File: config.mk
export PLATFORM = sky130hd
export DESIGN_NAME = three_generator_rhythm_sequencer
export DESIGN_NICKNAME = d
export VERILOG_FILES = /design/src/hw/rtl/tgrs_pkg.sv /design/src/hw/rtl/tgrs_cfg.sv /design/src/hw/rtl/tgrs_mod_unit.sv /design/src/hw/rtl/three_generator_rhythm_sequencer.sv
export SDC_FILE = /design/constraint.sdc
export NUM_CORES = 1
export LEC_CHECK = 0
export ABC_AREA = 1
export BUFFER_PORTS_ARGS = -buffer_cell sky130_fd_sc_hd__buf_2
export CAP_MARGIN = 25
export CORE_ASPECT_RATIO = 1.4
export CORE_UTILIZATION = 60
export CTS_CLUSTER_SIZE = 24
export DETAILED_ROUTE_END_ITERATION = 8
export GPL_TIMING_DRIVEN = 0
export MAX_ROUTING_LAYER = met4
export PLACE_DENSITY = 0.82
export SYNTH_ARGS = -nofsm -noshare
export SYNTH_HDL_FRONTEND = slang
export SYNTH_HIERARCHICAL = 1
export SYNTH_SLANG_ARGS = --single-unit
File: constraint.sdc
create_clock -name clk -period 25.1 [get_ports clk]
set_input_delay 5.02 -clock clk [delete_from_list [all_inputs] [get_ports clk]]
set_output_delay 5.02 -clock clk [all_outputs]
set_load 0.01 [all_outputs]
File: src/hw/rtl/tgrs_pkg.sv
package tgrs_pkg;

  localparam int MAX_STEPS   = 4096;
  localparam int SAMPLE_BITS = 16;

  localparam int STEP_W    = 12;
  localparam int SEL_W     = 13;
  localparam int GEN_W     = 5;
  localparam int GEN_MAX   = 16;
  localparam int PROD_W    = 2 * (GEN_W - 1) + 1;
  localparam int LEN_MUL_W = PROD_W + GEN_W;
  localparam int LEN_W     = $clog2(MAX_STEPS + 1);
  localparam int DIV_W     = (SEL_W > LEN_W) ? SEL_W : LEN_W;
  localparam int MOD_CTR_W = $clog2(DIV_W);

  localparam int CFG_IDX_W = 2;
  localparam logic [CFG_IDX_W-1:0] REG_GEN_A = CFG_IDX_W'(0);
  localparam logic [CFG_IDX_W-1:0] REG_GEN_B = CFG_IDX_W'(1);
  localparam logic [CFG_IDX_W-1:0] REG_GEN_C = CFG_IDX_W'(2);

  typedef logic signed [SAMPLE_BITS-1:0] sample_t;

  typedef struct packed {
    logic             start;
    logic [DIV_W-1:0] dividend;
    logic [DIV_W-1:0] divisor;
  } mod_req_t;

  typedef struct packed {
    logic             done;
    logic [DIV_W-1:0] rem;
  } mod_rsp_t;

  typedef struct packed {
    logic [GEN_W-1:0]  gen_a;
    logic [GEN_W-1:0]  gen_b;
    logic [GEN_W-1:0]  gen_c;
    logic [PROD_W-1:0] prod_ab;
    logic [PROD_W-1:0] prod_ac;
    logic [PROD_W-1:0] prod_bc;
    logic [LEN_W-1:0]  len;
  } gen_set_t;

endpackage

File: src/hw/rtl/tgrs_cfg.sv
module tgrs_cfg import tgrs_pkg::*; (
  input  logic                 clk,
  input  logic                 rst_n,
  input  logic                 we,
  input  logic [CFG_IDX_W-1:0] idx,
  input  logic [GEN_W-1:0]     data,
  output gen_set_t             gs
);

  logic [GEN_W-1:0]     gen_a_r, gen_b_r, gen_c_r;
  logic [PROD_W-1:0]    ab_r, ac_r, bc_r;
  logic [GEN_W-1:0]     gen_nxt;
  logic [LEN_MUL_W-1:0] len_full;

  always_comb begin
    if (data == '0) begin
      gen_nxt = GEN_W'(1);
    end else if (int'(data) > GEN_MAX) begin
      gen_nxt = GEN_W'(GEN_MAX);
    end else begin
      gen_nxt = data;
    end
  end

  always_ff @(posedge clk) begin
    if (!rst_n) begin
      gen_a_r <= GEN_W'(1);
      gen_b_r <= GEN_W'(1);
      gen_c_r <= GEN_W'(1);
      ab_r    <= PROD_W'(1);
      ac_r    <= PROD_W'(1);
      bc_r    <= PROD_W'(1);
    end else begin
      if (we) begin
        unique case (idx)
          REG_GEN_A: gen_a_r <= gen_nxt;
          REG_GEN_B: gen_b_r <= gen_nxt;
          REG_GEN_C: gen_c_r <= gen_nxt;
          default: ;
        endcase
      end
      ab_r <= PROD_W'(gen_a_r * gen_b_r);
      ac_r <= PROD_W'(gen_a_r * gen_c_r);
      bc_r <= PROD_W'(gen_b_r * gen_c_r);
    end
  end

  // ab is registered, so only one multiply feeds the divisor register
  assign len_full = LEN_MUL_W'(ab_r * gen_c_r);

  always_comb begin
    gs.gen_a   = gen_a_r;
    gs.gen_b   = gen_b_r;
    gs.gen_c   = gen_c_r;
    gs.prod_ab = ab_r;
    gs.prod_ac = ac_r;
    gs.prod_bc = bc_r;
    if (int'(len_full) > MAX_STEPS) begin
      gs.len = LEN_W'(MAX_STEPS);
    end else if (len_full == '0) begin
      gs.len = LEN_W'(1);
    end else begin
      gs.len = LEN_W'(len_full);
    end
  end

endmodule

File: src/hw/rtl/tgrs_mod_unit.sv
module tgrs_mod_unit import tgrs_pkg::*; (
  input  logic     clk,
  input  logic     rst_n,
  input  mod_req_t req,
  output mod_rsp_t rsp
);

  logic                 busy_r, done_r;
  logic [MOD_CTR_W-1:0] ctr_r;
  logic [DIV_W-1:0]     rem_r, dvd_r, dsr_r;
  logic [DIV_W:0]       trial;
  logic [DIV_W-1:0]     rem_nxt;
  logic                 last_bit;

  // restoring remainder, one dividend bit per cycle
  always_comb begin
    trial = {rem_r, dvd_r[DIV_W-1]};
    if (trial >= {1'b0, dsr_r}) begin
      rem_nxt = DIV_W'(trial - {1'b0, dsr_r});
    end else begin
      rem_nxt = trial[DIV_W-1:0];
    end
  end

  assign last_bit = (ctr_r == MOD_CTR_W'(DIV_W - 1));

  always_ff @(posedge clk) begin
    if (!rst_n) begin
      busy_r <= 1'b0;
      done_r <= 1'b0;
      ctr_r  <= '0;
    end else begin
      done_r <= busy_r && !req.start && last_bit;
      if (req.start) begin
        busy_r <= 1'b1;
        ctr_r  <= '0;
        rem_r  <= '0;
        dvd_r  <= req.dividend;
        dsr_r  <= req.divisor;
      end else if (busy_r) begin
        rem_r <= rem_nxt;
        dvd_r <= {dvd_r[DIV_W-2:0], 1'b0};
        if (last_bit) begin
          busy_r <= 1'b0;
        end else begin
          ctr_r <= ctr_r + MOD_CTR_W'(1);
        end
      end
    end
  end

  assign rsp.done = done_r;
  assign rsp.rem  = rem_r;

endmodule

File: src/hw/rtl/three_generator_rhythm_sequencer.sv
// Three-generator rhythm sequencer. Each accepted request (clock sample, reset click,
// step select) updates a step counter that runs modulo gen_a*gen_b*gen_c and
// yields one result: the clock sample gated by the a, b, c, bc, ac and ab
// patterns and their two resultants, the clock echo, a cycle-start flag and the
// step number. A request makes seven passes (counter update, then six pattern
// checks) through one shared remainder unit that resolves one bit per cycle over
// 13 bits, then loads the result register; the next request is taken only once
// the block is back in its idle state. The result register holds a stalled
// result while the next request is computed; a result still stalled when the
// next one is ready holds the block until it is taken.
// Generator writes are taken while no request is in progress; a write of 0 reads
// as 1 and a value above 16 as 16.
module three_generator_rhythm_sequencer import tgrs_pkg::*; (
  input  logic                          clk,
  input  logic                          rst_n,
  input  logic                          in_valid,
  output logic                          in_stall,
  input  logic signed [SAMPLE_BITS-1:0] in_clock_sample,
  input  logic                          in_reset_click,
  input  logic [SEL_W-1:0]              in_step_select,
  output logic                          out_valid,
  input  logic                          out_stall,
  output logic signed [SAMPLE_BITS-1:0] out_resultant_gated,
  output logic signed [SAMPLE_BITS-1:0] out_a_gated,
  output logic signed [SAMPLE_BITS-1:0] out_b_gated,
  output logic signed [SAMPLE_BITS-1:0] out_c_gated,
  output logic signed [SAMPLE_BITS-1:0] out_counter_resultant_gated,
  output logic signed [SAMPLE_BITS-1:0] out_bc_gated,
  output logic signed [SAMPLE_BITS-1:0] out_ac_gated,
  output logic signed [SAMPLE_BITS-1:0] out_ab_gated,
  output logic signed [SAMPLE_BITS-1:0] out_clock_echo,
  output logic                          out_cycle_start,
  output logic [STEP_W-1:0]             out_step_number,
  input  logic                          cfg_valid,
  output logic                          cfg_ready,
  input  logic [CFG_IDX_W-1:0]          cfg_index,
  input  logic [GEN_W-1:0]              cfg_data
);

  typedef enum logic [1:0] {S_IDLE, S_START, S_RUN, S_EMIT} state_t;
  typedef enum logic [2:0] {JOB_STEP, JOB_A, JOB_B, JOB_C, JOB_BC, JOB_AC, JOB_AB} job_t;

  state_t            state_r;
  job_t              job_r;
  sample_t           clk_r;
  logic              rst_r;
  logic [SEL_W-1:0]  sel_r, last_r;
  logic [STEP_W-1:0] cnt_r;
  logic [5:0]        hit_r;
  logic [2:0]        hit_idx;
  logic              clk_pos, jump, r1, r2;

  sample_t           res_r, a_r, b_r, c_r, cres_r, bc_r, ac_r, ab_r, echo_r;
  logic              out_valid_r, cstart_r;
  logic [STEP_W-1:0] stepn_r;

  gen_set_t gs;
  mod_req_t req;
  mod_rsp_t rsp;

  assign in_stall  = (state_r != S_IDLE) || cfg_valid;
  assign cfg_ready = (state_r == S_IDLE);

  tgrs_cfg u_cfg (
    .clk  (clk),
    .rst_n(rst_n),
    .we   (cfg_valid && cfg_ready),
    .idx  (cfg_index),
    .data (cfg_data),
    .gs   (gs)
  );

  tgrs_mod_unit u_mod (
    .clk  (clk),
    .rst_n(rst_n),
    .req  (req),
    .rsp  (rsp)
  );

  assign clk_pos = !clk_r[SAMPLE_BITS-1] && (clk_r != '0);
  assign jump    = (sel_r != last_r) && (sel_r != '0);
  assign hit_idx = 3'(job_r) - 3'd1;
  assign r1      = hit_r[0] || hit_r[1] || hit_r[2];
  assign r2      = hit_r[3] || hit_r[4] || hit_r[5];

  always_comb begin
    req.start    = (state_r == S_START);
    req.dividend = DIV_W'(cnt_r);
    unique case (job_r)
      JOB_STEP: begin
        req.divisor = DIV_W'(gs.len);
        if (jump) begin
          req.dividend = DIV_W'(sel_r) - DIV_W'(1);
        end else if (rst_r) begin
          req.dividend = '0;
        end else begin
          req.dividend = DIV_W'(cnt_r) + DIV_W'(clk_pos);
        end
      end
      JOB_A:   req.divisor = DIV_W'(gs.gen_a);
      JOB_B:   req.divisor = DIV_W'(gs.gen_b);
      JOB_C:   req.divisor = DIV_W'(gs.gen_c);
      JOB_BC:  req.divisor = DIV_W'(gs.prod_bc);
      JOB_AC:  req.divisor = DIV_W'(gs.prod_ac);
      JOB_AB:  req.divisor = DIV_W'(gs.prod_ab);
      default: req.divisor = DIV_W'(1);
    endcase
  end

  always_ff @(posedge clk) begin
    if (!rst_n) begin
      state_r     <= S_IDLE;
      job_r       <= JOB_STEP;
      last_r      <= '0;
      cnt_r       <= '0;
      out_valid_r <= 1'b0;
    end else begin
      if (out_valid_r && !out_stall && (state_r != S_EMIT)) begin
        out_valid_r <= 1'b0;
      end
      unique case (state_r)
        S_IDLE: begin
          if (in_valid && !in_stall) begin
            clk_r   <= in_clock_sample;
            rst_r   <= in_reset_click;
            sel_r   <= in_step_select;
            job_r   <= JOB_STEP;
            state_r <= S_START;
          end
        end
        S_START: begin
          if (job_r == JOB_STEP) begin
            last_r <= sel_r;
          end
          state_r <= S_RUN;
        end
        S_RUN: begin
          if (rsp.done) begin
            if (job_r == JOB_STEP) begin
              cnt_r <= rsp.rem[STEP_W-1:0];
            end else begin
              hit_r[hit_idx] <= (rsp.rem == '0);
            end
            if (job_r == JOB_AB) begin
              state_r <= S_EMIT;
            end else begin
              job_r   <= job_t'(3'(job_r) + 3'd1);
              state_r <= S_START;
            end
          end
        end
        S_EMIT: begin
          if (!out_valid_r || !out_stall) begin
            res_r       <= r1 ? clk_r : '0;
            a_r         <= hit_r[0] ? clk_r : '0;
            b_r         <= hit_r[1] ? clk_r : '0;
            c_r         <= hit_r[2] ? clk_r : '0;
            cres_r      <= r2 ? clk_r : '0;
            bc_r        <= hit_r[3] ? clk_r : '0;
            ac_r        <= hit_r[4] ? clk_r : '0;
            ab_r        <= hit_r[5] ? clk_r : '0;
            echo_r      <= clk_r;
            cstart_r    <= (cnt_r == '0) && (clk_r != '0);
            stepn_r     <= cnt_r;
            out_valid_r <= 1'b1;
            state_r     <= S_IDLE;
          end
        end
        default: state_r <= S_IDLE;
      endcase
    end
  end

  assign out_valid                   = out_valid_r;
  assign out_resultant_gated         = res_r;
  assign out_a_gated                 = a_r;
  assign out_b_gated                 = b_r;
  assign out_c_gated                 = c_r;
  assign out_counter_resultant_gated = cres_r;
  assign out_bc_gated                = bc_r;
  assign out_ac_gated                = ac_r;
  assign out_ab_gated                = ab_r;
  assign out_clock_echo              = echo_r;
  assign out_cycle_start             = cstart_r;
  assign out_step_number             = stepn_r;

endmodule

# Yosys cells after proc, flatten, opt, wreduce, memory -nomap -nowiden
# Index checks and enable logic that the tools add are counted.
# totals
regBits	311
inputBits	42
# op_classes
n_addsub	6
multipliers	4
order_cmp	5
eq_ne	18
n_mux	30
bitwise_logic	3
reduce_logical	47
# op_table
cell	count
two-way mux 13 bit	9
one-hot mux 13 bit (7 select lines)	1
multiplier 5 x 5 -> 9 bit	3
nonzero test 16 bit	1
greater-or-equal comparator 14 x 13 -> 1 bit	1
> comparator 14 x 13 -> 1 bit (second input constant)	1
zero test 14 bit	1
multiplier 9 x 5 -> 14 bit	1
AND reduction 2 bit	7
adder 12 x 1 -> 13 bit	1
zero test 13 bit	1
!= test 13 bit	1
nonzero test 13 bit	1
subtractor 13 x 1 -> 13 bit (second input constant)	1
subtractor 13 bit	1
zero test 12 bit	1
AND reduction 3 bit	4
logical AND 1 bit	10
two-way mux 5 bit	2
equality test 3 bit (second input constant)	3
two-way mux 3 bit	3
two-way mux 2 bit	4
one-hot mux 2 bit (4 select lines)	1
AND reduction 4 bit	2
other kinds (25)	52

# Depth between registers and ports, before layout
# Gate-level depths: netlist of the first run.
# depth
ltp_word	7
mapped_depth	24

# Modules after synthesis
# The synthesis of the first run kept the hierarchy.
# by_module_without_submodules
mod	n_inst	cells_per_inst	area_each_um2
three_generator_rhythm_sequencer	1	964	9745.6
tgrs_cfg	1	735	5195.0
tgrs_mod_unit	1	369	2817.7

# Worst setup path before layout of the first run
# Ideal clock, no wire load.
# synth_path
path_kind	input to register
startpoint	input rst_n
endpoint	register a_r[0], in the netlist out_a_gated[0] (enable)
t_arrival_ps	12067
required_time_ps	24424
path_slack_ps	12358
cell_stages	4
path_buffers	2
path_cell_list	clkbuf_1 -> clkbuf_1 -> nand2_1 -> nor2_1
# synth_via
elab_chain_cells	1
# synth_lines
element	line_no	rtl
from (decl)	three_generator_rhythm_sequencer.sv:15	input logic rst_n,
AND reduction 3 bit (no line)	n/a	
to (signal assigned)	three_generator_rhythm_sequencer.sv:155	a_r <= hit_r[0] ? clk_r : '0;
to (decl)	three_generator_rhythm_sequencer.sv:53	sample_t res_r, a_r, b_r, c_r, cres_r, bc_r, ac_r, ab_r, echo_r;
# No other way between the ends.
# A chain may end at the register's enable or synchronous reset.

# Final worst setup path of the first run
# layout_path
startpoint	input cfg_valid
endpoint	output in_stall
# layout_via
elab_chain_cells	1
# layout_lines
element	line_no	rtl
from (decl)	three_generator_rhythm_sequencer.sv:34	input logic cfg_valid,
logical OR 1 bit	three_generator_rhythm_sequencer.sv:61	assign in_stall = (state_r != S_IDLE) || cfg_valid;
to (decl)	three_generator_rhythm_sequencer.sv:17	output logic in_stall,
# No other way between the ends.

==> results_dict.tcl, run 1 <==
set metrics [dict create \
    fin_worst_skew_ns 0.01060 \
    core_area_sq_um 29170 \
    clock-sinks 311 \
    synth_cells 2068 \
    crit_top_cell "buf_2" \
    cts_max_level 1 \
    async_flop_share_pct 0 \
    critPathLaunchType "primary input" \
    post_drt_wl_per_cell_um 16.03 \
    worst-setup-path-type "in2out" \
    final_hold_viol_count 0 \
    drt-total-wl_um 43490 \
    ios 202 \
    crit_path_max_incr_delay_ns 0.18 \
    cts_setup_buffers 0 \
    layout.nets 2496 \
    dieArea_sq_um 30300 \
    tightest_slew_ns 0.8613 \
    slew_headroom_pct 42.14 \
    overflow 0 \
    grt_pass1_vias 14210 \
    root_buffer "clkbuf_16" \
    drc_errors 0 \
    gp_congestion 0.9756 \
    fin_ws_ns 14.58 \
    antenna_left 0 \
    post-route-min-period_ns 10.52 \
    ys_warn_count 6 \
    clock_path_buffers 3 \
    viasPerCell 5.332 \
    grt_first_pass_wirelength_um 68980 \
    dpl_worst_slack_ns 14.62 \
    crit_fanout 2 \
    area_growth_pct 15.05 \
    worst-path-buf-inv 3 \
    detail_route.first_pass.iterations 8 \
    fin_crit_sh_pct 41.91 \
    fin_cells 2714 \
    synth_edf_count 232 \
    fillers 2158 \
    final_cell_mix "573 x nand2_1, 420 x inv_1, 232 x edfxtp_1" \
    seq_area_sq_um 8548 \
    grt_max_degree 39 \
    rows 74 \
    ys_types 49 \
    ys_seq_area_share_pct 48.14 \
    crit_family "buffers and inverters" \
    antenna_found_initial 1 \
    layout_commonest_cell "nand2_1" \
    power_density_nw_per_um2 61.47 \
    port_buffers 201 \
    finalSetupTns_ns 0 \
    setup_violations 0 \
    tritoncts "built" \
    arrival_ns 5.50 \
    grt_usage_pct 29.94 \
    slew_violations 0 \
    drt_iter0_markers 912 \
    clock_latency_ns 0.57 \
    layout-drive-gt1-share_pct 15.65 \
    start_util_pct 60.89 \
    status "complete, no violations" \
    p_leak_uw 0.01042 \
    syn-num-nets 2254 \
    cts_buffers 30 \
    num_vias 14470 \
    synth-seq-cells 311 \
    dp_hpwl_um 33360 \
    worstSetupEndpointType "primary output" \
    peakVddDrop_mv 0.05315 \
    cpMaxStageDelayCell "buf_2" \
    hold_path_class "reg2reg" \
    rsz0062_at_grt "false" \
    multi_input_area_sq_um 7276 \
    numPlacedInstances 2658 \
    ctsHoldBuffers 0 \
    dominantRegCellSynth "edfxtp_1" \
    clk_pin_slew_worst_paths_ns 0.06 \
    syn_area_sq_um 17760 \
    die_w_um 147.4 \
    maxCapViolations 0 \
    synth_area_per_cell_sq_um 8.587 \
    cp_cell_sequence "buf_2, inv_1, nand2_1, buf_2" \
    required_ns 20.08 \
    die_height_um 205.6 \
    max_freq_mhz 95.06 \
    cts_resized 0 \
]
-- routing by layer --
layer	GRT usage [%]	up-vias	part of all wire [%]
met2	54.33	631	52
li1	-	6954	-
met1	31.23	6734	35
met3	2.616	153	6.8
met4	18.78	0	6.3
met5	-	-	0
-- layout make-up --
type / count / area share [%]
sequential: 311 / 41.84
multi-input combinational: 1256 / 35.61
inverter: 439 / 8.065
timing repair buffer: 210 / 5.726
clock buffer: 37 / 3.803
tap: 380 / 2.327
buffer: 62 / 1.482
clock inverter: 18 / 1.133
antenna: 1 / 0.01225
-- Yosys cell counts, types with 4 or more instances --
cell type	instances	area share [%]
nand2_1	573	12
inv_1	420	8.9
edfxtp_1	232	39
nor2_1	147	3.1
ha_1	98	6.9
dfxtp_1	79	8.9
nand3_1	79	2.2
a21oi_1	73	2.1
o21ai_0	59	1.7
fa_1	46	5.2
clkbuf_1	40	0.85
nand4_1	35	1.2
nand2_2	27	0.95
inv_2	17	0.36
xor2_1	14	0.69
buf_2	13	0.37
nor3_1	12	0.34
a21oi_2	11	0.54
xnor2_1	9	0.44
a221oi_1	7	0.35
nor2_2	7	0.25
nor2_4	7	0.44
nand2_4	6	0.38
nand3_2	6	0.34
nor4_1	6	0.21
nand3b_1	5	0.21
o21bai_1	4	0.17
-- report_power, final --
group / internal (uW) / switching (uW)
logic: 62.1 / 125
registers: 586 / 20.1
clock network: 272 / 191
-- cell families (layout without fill, tap and decap cells) --
kind of cell	count (synthesis)	count (layout)	synth area share, %
and+or+nand+nor	923	923	22.40
buffers and inverters	501	766	10.98
DFF	311	311	48.14
AOI/OAI and AO/OA	166	166	5.256
adders and majority gates	144	144	12.09
xor gates and xnor gates	23	23	1.134
other	0	1	0
-- worst paths after layout --
path | to | from | depth (start not counted) | slack [ns]
worst max-delay path | in_stall | cfg_valid | 4 | 14.58
worst min-delay path | out_step_number[2] | cnt_r[2] | 0 | 0.42
worst max register to register | u_mod/dsr_r[2] | u_cfg/gen_c_r[4] | 19 | 19.94
worst min register to register | out_step_number[2] | cnt_r[2] | 0 | 0.42
-- flip-flops by register name, indices dropped and copies added, names as in the netlist, 13 cells and up --
register                     count
out_a_gated                     16
out_bc_gated                    16
out_counter_resultant_gated     16
clk_r                           16
u_mod/rem_r                     13
out_c_gated                     16
u_mod/dsr_r                     13
last_r                          13
out_b_gated                     16
out_resultant_gated             16
out_clock_echo                  16
u_mod/dvd_r                     13
sel_r                           13
out_ac_gated                    16
out_ab_gated                    16
-- metrics by stage --
step	util, %	total power (uW)	hold WS [ns]	cell area, sq um
finish	70.05	1256	0.4223	20430
global route	70.05	1304	0.4431	20430
CTS	70.04	1257	0.4246	20430
detailed placement	66.59	800.3	0.4087	19420
global placement	65.97	792.3	0.4119	19240
floorplan	-	741.7	0.4029	17760
(Power assumes the default switching activity.)
==> run 2, diff against run 1 <==
==> constraint.sdc (replaced) <==
create_clock -name clk -period 10 [get_ports clk]
set_input_delay 2 -clock clk [delete_from_list [all_inputs] [get_ports clk]]
set_output_delay 2 -clock clk [all_outputs]
set_load 0.01 [all_outputs]
==> run 2 against run 1 <==
Compared with the run above:
- register-to-register slack got worse by 15 ns
- core utilization is the same
- largest cell class unchanged
- cell area is the same
- combinational power rose to 2.5 times the previous value
- critical path type is now reg2reg
==> results_dict.tcl, run 2 (synthesis results as in run 1) <==
set metrics [dict create \
    status "complete, no violations" \
    num_vias 14490 \
    fin_crit_sh_pct 51.25 \
    cts_buffers 30 \
    final_cell_mix "573 x nand2_1, 420 x inv_1, 232 x edfxtp_1" \
    grt_usage_pct 29.95 \
    cts_setup_buffers 0 \
    root_buffer "clkbuf_16" \
    cts_resized 0 \
    power_density_nw_per_um2 154.2 \
    antenna_found_initial 1 \
    dieArea_sq_um 30300 \
    required_ns 10.31 \
    design_area_sq_um 20430 \
    viasPerCell 5.339 \
    placed_cell_area_sq_um 19420 \
    cts_max_level 1 \
    peakVddDrop_mv 0.1325 \
    dp_hpwl_um 33360 \
    cp_cell_sequence "buf_2, buf_1, nand2_1, fa_1, fa_1, fa_1, inv_1, ha_1, nand2_1, nand3_1, nand3_1, nand4_1, nand2_4, inv_2, nand2_4, buf_8, a21oi_2, a221oi_1, nand2_1" \
    hold_path_class "reg2reg" \
    worst-setup-path-type "reg2reg" \
    ios 202 \
    core_area_sq_um 29170 \
    layout-drive-gt1-share_pct 15.65 \
    max_freq_mhz 195.1 \
    antenna_left 0 \
    ctsHoldBuffers 0 \
    worstSetupEndpointType "flop" \
    tightest_slew_ns 0.8902 \
    cpMaxStageDelayCell "fa_1" \
    start_util_pct 60.89 \
    clock_latency_ns 0.57 \
    drt-total-wl_um 43530 \
    slew_headroom_pct 40.20 \
    totalPowerFinal_uw 3151 \
    post_drt_wl_per_cell_um 16.04 \
    grt_pass1_vias 14210 \
    dr_wl_met3_um 2953 \
    port_buffers 201 \
    crit_path_max_incr_delay_ns 0.55 \
    drt_iter0_markers 942 \
    clock-sinks 311 \
    final_hold_viol_count 0 \
    post-route-util_pct 70.05 \
    die_w_um 147.4 \
    critPathLaunchType "flop" \
    slew_violations 0 \
    fillers 2158 \
    tritoncts "built" \
    fin_worst_skew_ns 0.01207 \
    crit_family "adder cells" \
    p_leak_uw 0.01042 \
    overflow 0 \
    setup_violations 0 \
    grt_max_degree 39 \
    die_height_um 205.6 \
    fin_cells 2714 \
    rsz0062_at_grt "false" \
    area_growth_pct 15.05 \
    hold_slack_ns 0.4223 \
    clk_pin_slew_worst_paths_ns 0.06 \
    clock_path_buffers 3 \
    gp_congestion 0.9756 \
    drc_errors 0 \
    grt_first_pass_wirelength_um 68990 \
    worst-path-buf-inv 5 \
    met1Wirelength_um 15370 \
    wl_met2_um 22480 \
    detail_route.first_pass.iterations 7 \
    layout_commonest_cell "nand2_1" \
    post-route-min-period_ns 5.125 \
    layout.nets 2496 \
    maxCapViolations 0 \
    routed.top_layer "met4" \
    arrival_ns 5.43 \
    crit_fanout 10 \
    rows 74 \
    numPlacedInstances 2658 \
]
run 2: cell counts in the layout (fill, tap and decap cells not counted):
No cell type changed its count.
run 2: worst paths after layout:
check,end,startpoint,slack [ns],cells past startpoint
max,u_mod/dsr_r[2],u_cfg/gen_c_r[4],4.87,19
min,out_step_number[2],cnt_r[2],0.42,0
max reg2reg,u_mod/dsr_r[2],u_cfg/gen_c_r[4],4.87,19
min reg2reg,out_step_number[2],cnt_r[2],0.42,0
run 2: layer usage:
metal	up-vias	GRT usage [%]
li1	6961	-
met1	6737	31.29
met2	643	54.38
met3	148	2.594
met4	0	18.63
met5	-	-
run 2: final cells by class:
type	count	area (sq um)	share of cell area, %
multi-input cells	1256	7276	35.61
clock buffers	37	777.0	3.803
well taps	380	475.5	2.327
clock inverters	18	231.5	1.133
plain buffers	62	302.8	1.482
inverters	439	1648	8.065
diodes	1	2.502	0.01225
repair buffers	210	1170	5.726
flip-flops and latches	311	8548	41.84
run 2: stage by stage:
stage,setup slack [ns],setup TNS [ns]
floorplan,0.2775,0
CTS,4.928,0
global placement,-2.412,-377.66
detailed placement,4.921,0
global route,4.584,0
finish,4.875,0
run 2: power breakdown:
group,internal (uW),leakage (uW),switching (uW)
combinational,156,0.00720,315
clock,681,0.000490,478
sequential,1470,0.00274,50.2
==> run 3, diff against run 2 <==
--- a/config.mk
+++ b/config.mk
@@ -9,12 +9,12 @@
 export BUFFER_PORTS_ARGS = -buffer_cell sky130_fd_sc_hd__buf_2
 export CAP_MARGIN = 25
 export CORE_ASPECT_RATIO = 1.4
-export CORE_UTILIZATION = 60
+export CORE_UTILIZATION = 54
 export CTS_CLUSTER_SIZE = 24
 export DETAILED_ROUTE_END_ITERATION = 8
 export GPL_TIMING_DRIVEN = 0
 export MAX_ROUTING_LAYER = met4
-export PLACE_DENSITY = 0.82
+export PLACE_DENSITY = 0.77
 export SYNTH_ARGS = -nofsm -noshare
 export SYNTH_HDL_FRONTEND = slang
 export SYNTH_HIERARCHICAL = 1
==> constraint.sdc (replaced) <==
create_clock -name clk -period 4.3 [get_ports clk]
set_input_delay 0.86 -clock clk [delete_from_list [all_inputs] [get_ports clk]]
set_output_delay 0.86 -clock clk [all_outputs]
set_load 0.01 [all_outputs]
==> run 3 against run 2 <==
Compared with the run above:
- clock-buffer cell count up 2
- maximum frequency up 22%
- critical path depth up 4
- cell area up 1.8%
- critical path type unchanged
==> results_dict.tcl, run 3 (synthesis results as in run 1) <==
set metrics [dict create \
    critPathLaunchType "flop" \
    fin_worst_skew_ns 0.01074 \
    seq_area_sq_um 8554 \
    wl_met2_um 23410 \
    multi_input_area_sq_um 7442 \
    met1Wirelength_um 16130 \
    status "complete, no violations" \
    drc_errors 0 \
    clock-sinks 311 \
    totalPowerFinal_uw 7261 \
    drt-total-wl_um 43940 \
    crit_path_max_incr_delay_ns 0.52 \
    required_ns 4.71 \
    grt_max_degree 39 \
    slew_headroom_pct 44.28 \
    clock_path_buffers 3 \
    setup_violations 0 \
    tritoncts "built" \
    num_vias 14250 \
    peakVddDrop_mv 0.3246 \
    post-route-min-period_ns 4.193 \
    hold_path_class "reg2reg" \
    pwr-share-clk_pct 35.9 \
    antenna_found_initial 0 \
    ios 202 \
    crit_fanout 7 \
    dr_wl_met3_um 2201 \
    port_buffers 201 \
    grt_usage_pct 26.84 \
    grt_first_pass_wirelength_um 68980 \
    clock_latency_ns 0.56 \
    power_density_nw_per_um2 349.0 \
    layout-drive-gt1-share_pct 17.89 \
    die_height_um 216.6 \
    combPwrFrac_pct 15.5 \
    layout.nets 2510 \
    start_util_pct 54.81 \
    design_area_sq_um 20810 \
    p_leak_uw 0.01054 \
    slew_violations 0 \
    dieArea_sq_um 33630 \
    area_growth_pct 17.16 \
    p_sw_uw 1976 \
    rows 78 \
    p_sw_share_pct 27.21 \
    clk_pin_slew_worst_paths_ns 0.06 \
    reg2reg_depth 23 \
    fillers 2623 \
    fin_crit_sh_pct 97.51 \
    seqPwrFrac_pct 48.7 \
    antenna_left 0 \
    dp_hpwl_um 33590 \
    drt_iter0_markers 904 \
    post_drt_wl_per_cell_um 15.76 \
    layout_commonest_cell "nand2_1" \
    cpMaxStageDelayCell "fa_1" \
    min_path_cells 0 \
    internal_power_uw 5286 \
    worstSetupEndpointType "flop" \
    maxCapViolations 0 \
    root_buffer "clkbuf_16" \
    routed.top_layer "met4" \
    detail_route.first_pass.iterations 6 \
    final_hold_viol_count 0 \
    placed_cell_area_sq_um 19460 \
    tightest_slew_ns 0.8294 \
    antennaDiodeCount 0 \
    arrival_ns 4.60 \
    cp_cell_sequence "buf_6, buf_12, nand2_1, inv_1, fa_1, fa_1, inv_1, fa_1, inv_1, ha_4, nand2_2, nor2_1, nand2_1, nand3_2, nand2_2, nand3_1, nand2_2, nor2_4, nand2_4, buf_4, a21oi_2, nand2_1, nand4_1" \
    die_w_um 155.3 \
    grt_pass1_vias 13990 \
    max_freq_mhz 238.5 \
    cts_buffers 30 \
    final_cell_mix "563 x nand2_1, 417 x inv_1, 232 x edfxtp_1" \
    gp_congestion 0.9188 \
    core_area_sq_um 32400 \
    viasPerCell 5.111 \
    cts_max_level 1 \
    hold_slack_ns 0.4596 \
    overflow 0 \
    post-route-util_pct 64.21 \
    numPlacedInstances 2717 \
    worst-setup-path-type "reg2reg" \
    fin_cells 2788 \
]
[run 3: area by class of cell]
class	count	area share, %
inverters	439	7.920
clock buffers	39	4.173
well taps	440	2.646
multi-input cells	1257	35.77
repair buffers	223	6.038
clock inverters	17	0.5833
flip-flops and latches	311	41.11
plain buffers	62	1.756
[run 3: path summary, 6_finish.rpt]
check / start / end / slack [ns]
setup / recovery: u_cfg/gen_c_r[4] / u_mod/dsr_r[3] / 0.11
hold / removal: clk_r[15] / out_clock_echo[15] / 0.46
setup reg to reg: u_cfg/gen_c_r[4] / u_mod/dsr_r[3] / 0.11
hold reg to reg: clk_r[15] / out_clock_echo[15] / 0.46
[run 3: power by group through the flow]
stage | sequential, uW | combinational, uW | clock [uW]
floorplan | 3570 | 748 | 0
global placement | 3600 | 1020 | 0
detailed placement | 3590 | 1070 | 0
CTS | 3530 | 1100 | 2640
global route | 3550 | 1260 | 2750
finish | 3530 | 1120 | 2600
[run 3: metrics by stage]
step / setup slack [ns] / setup TNS (ns)
6_report: 0.1071 / 0
5_1_grt: -0.02328 / -0.09552
4_1_cts: 0.004358 / 0
3_5_place_dp: -0.8495 / -7.567
3_3_place_gp: -1.618 / -280.53
2_1_floorplan: 0.05424 / 0
[run 3: repair_timing]
| item | 4_1_cts | 5_1_grt |
|---|---|---|
| pin swaps | 6 | 29 |
| resized for setup | 24 | 38 |
| endpoints found under the setup margin | 13 | 10 |
| cloned | 0 | 1 |
| buffers inserted | 9 | 5 |
| hold buffers | 0 | 0 |
[run 3: metal layers]
metal,up-vias,GRT usage [%]
met3,125,2.480
met5,-,-
met4,0,13.56
met1,6604,27.25
met2,534,50.78
li1,6986,-
[run 3: critical path: cells and delay by family (launching register included)]
| family | cells | cell delay (ns) |
|---|---|---|
| fa+ha+maj | 4 | 1.83 |
| simple gates | 12 | 1.18 |
| buf+inv | 6 | 0.57 |
| flops | 1 | 0.32 |
| compound gates | 1 | 0.14 |
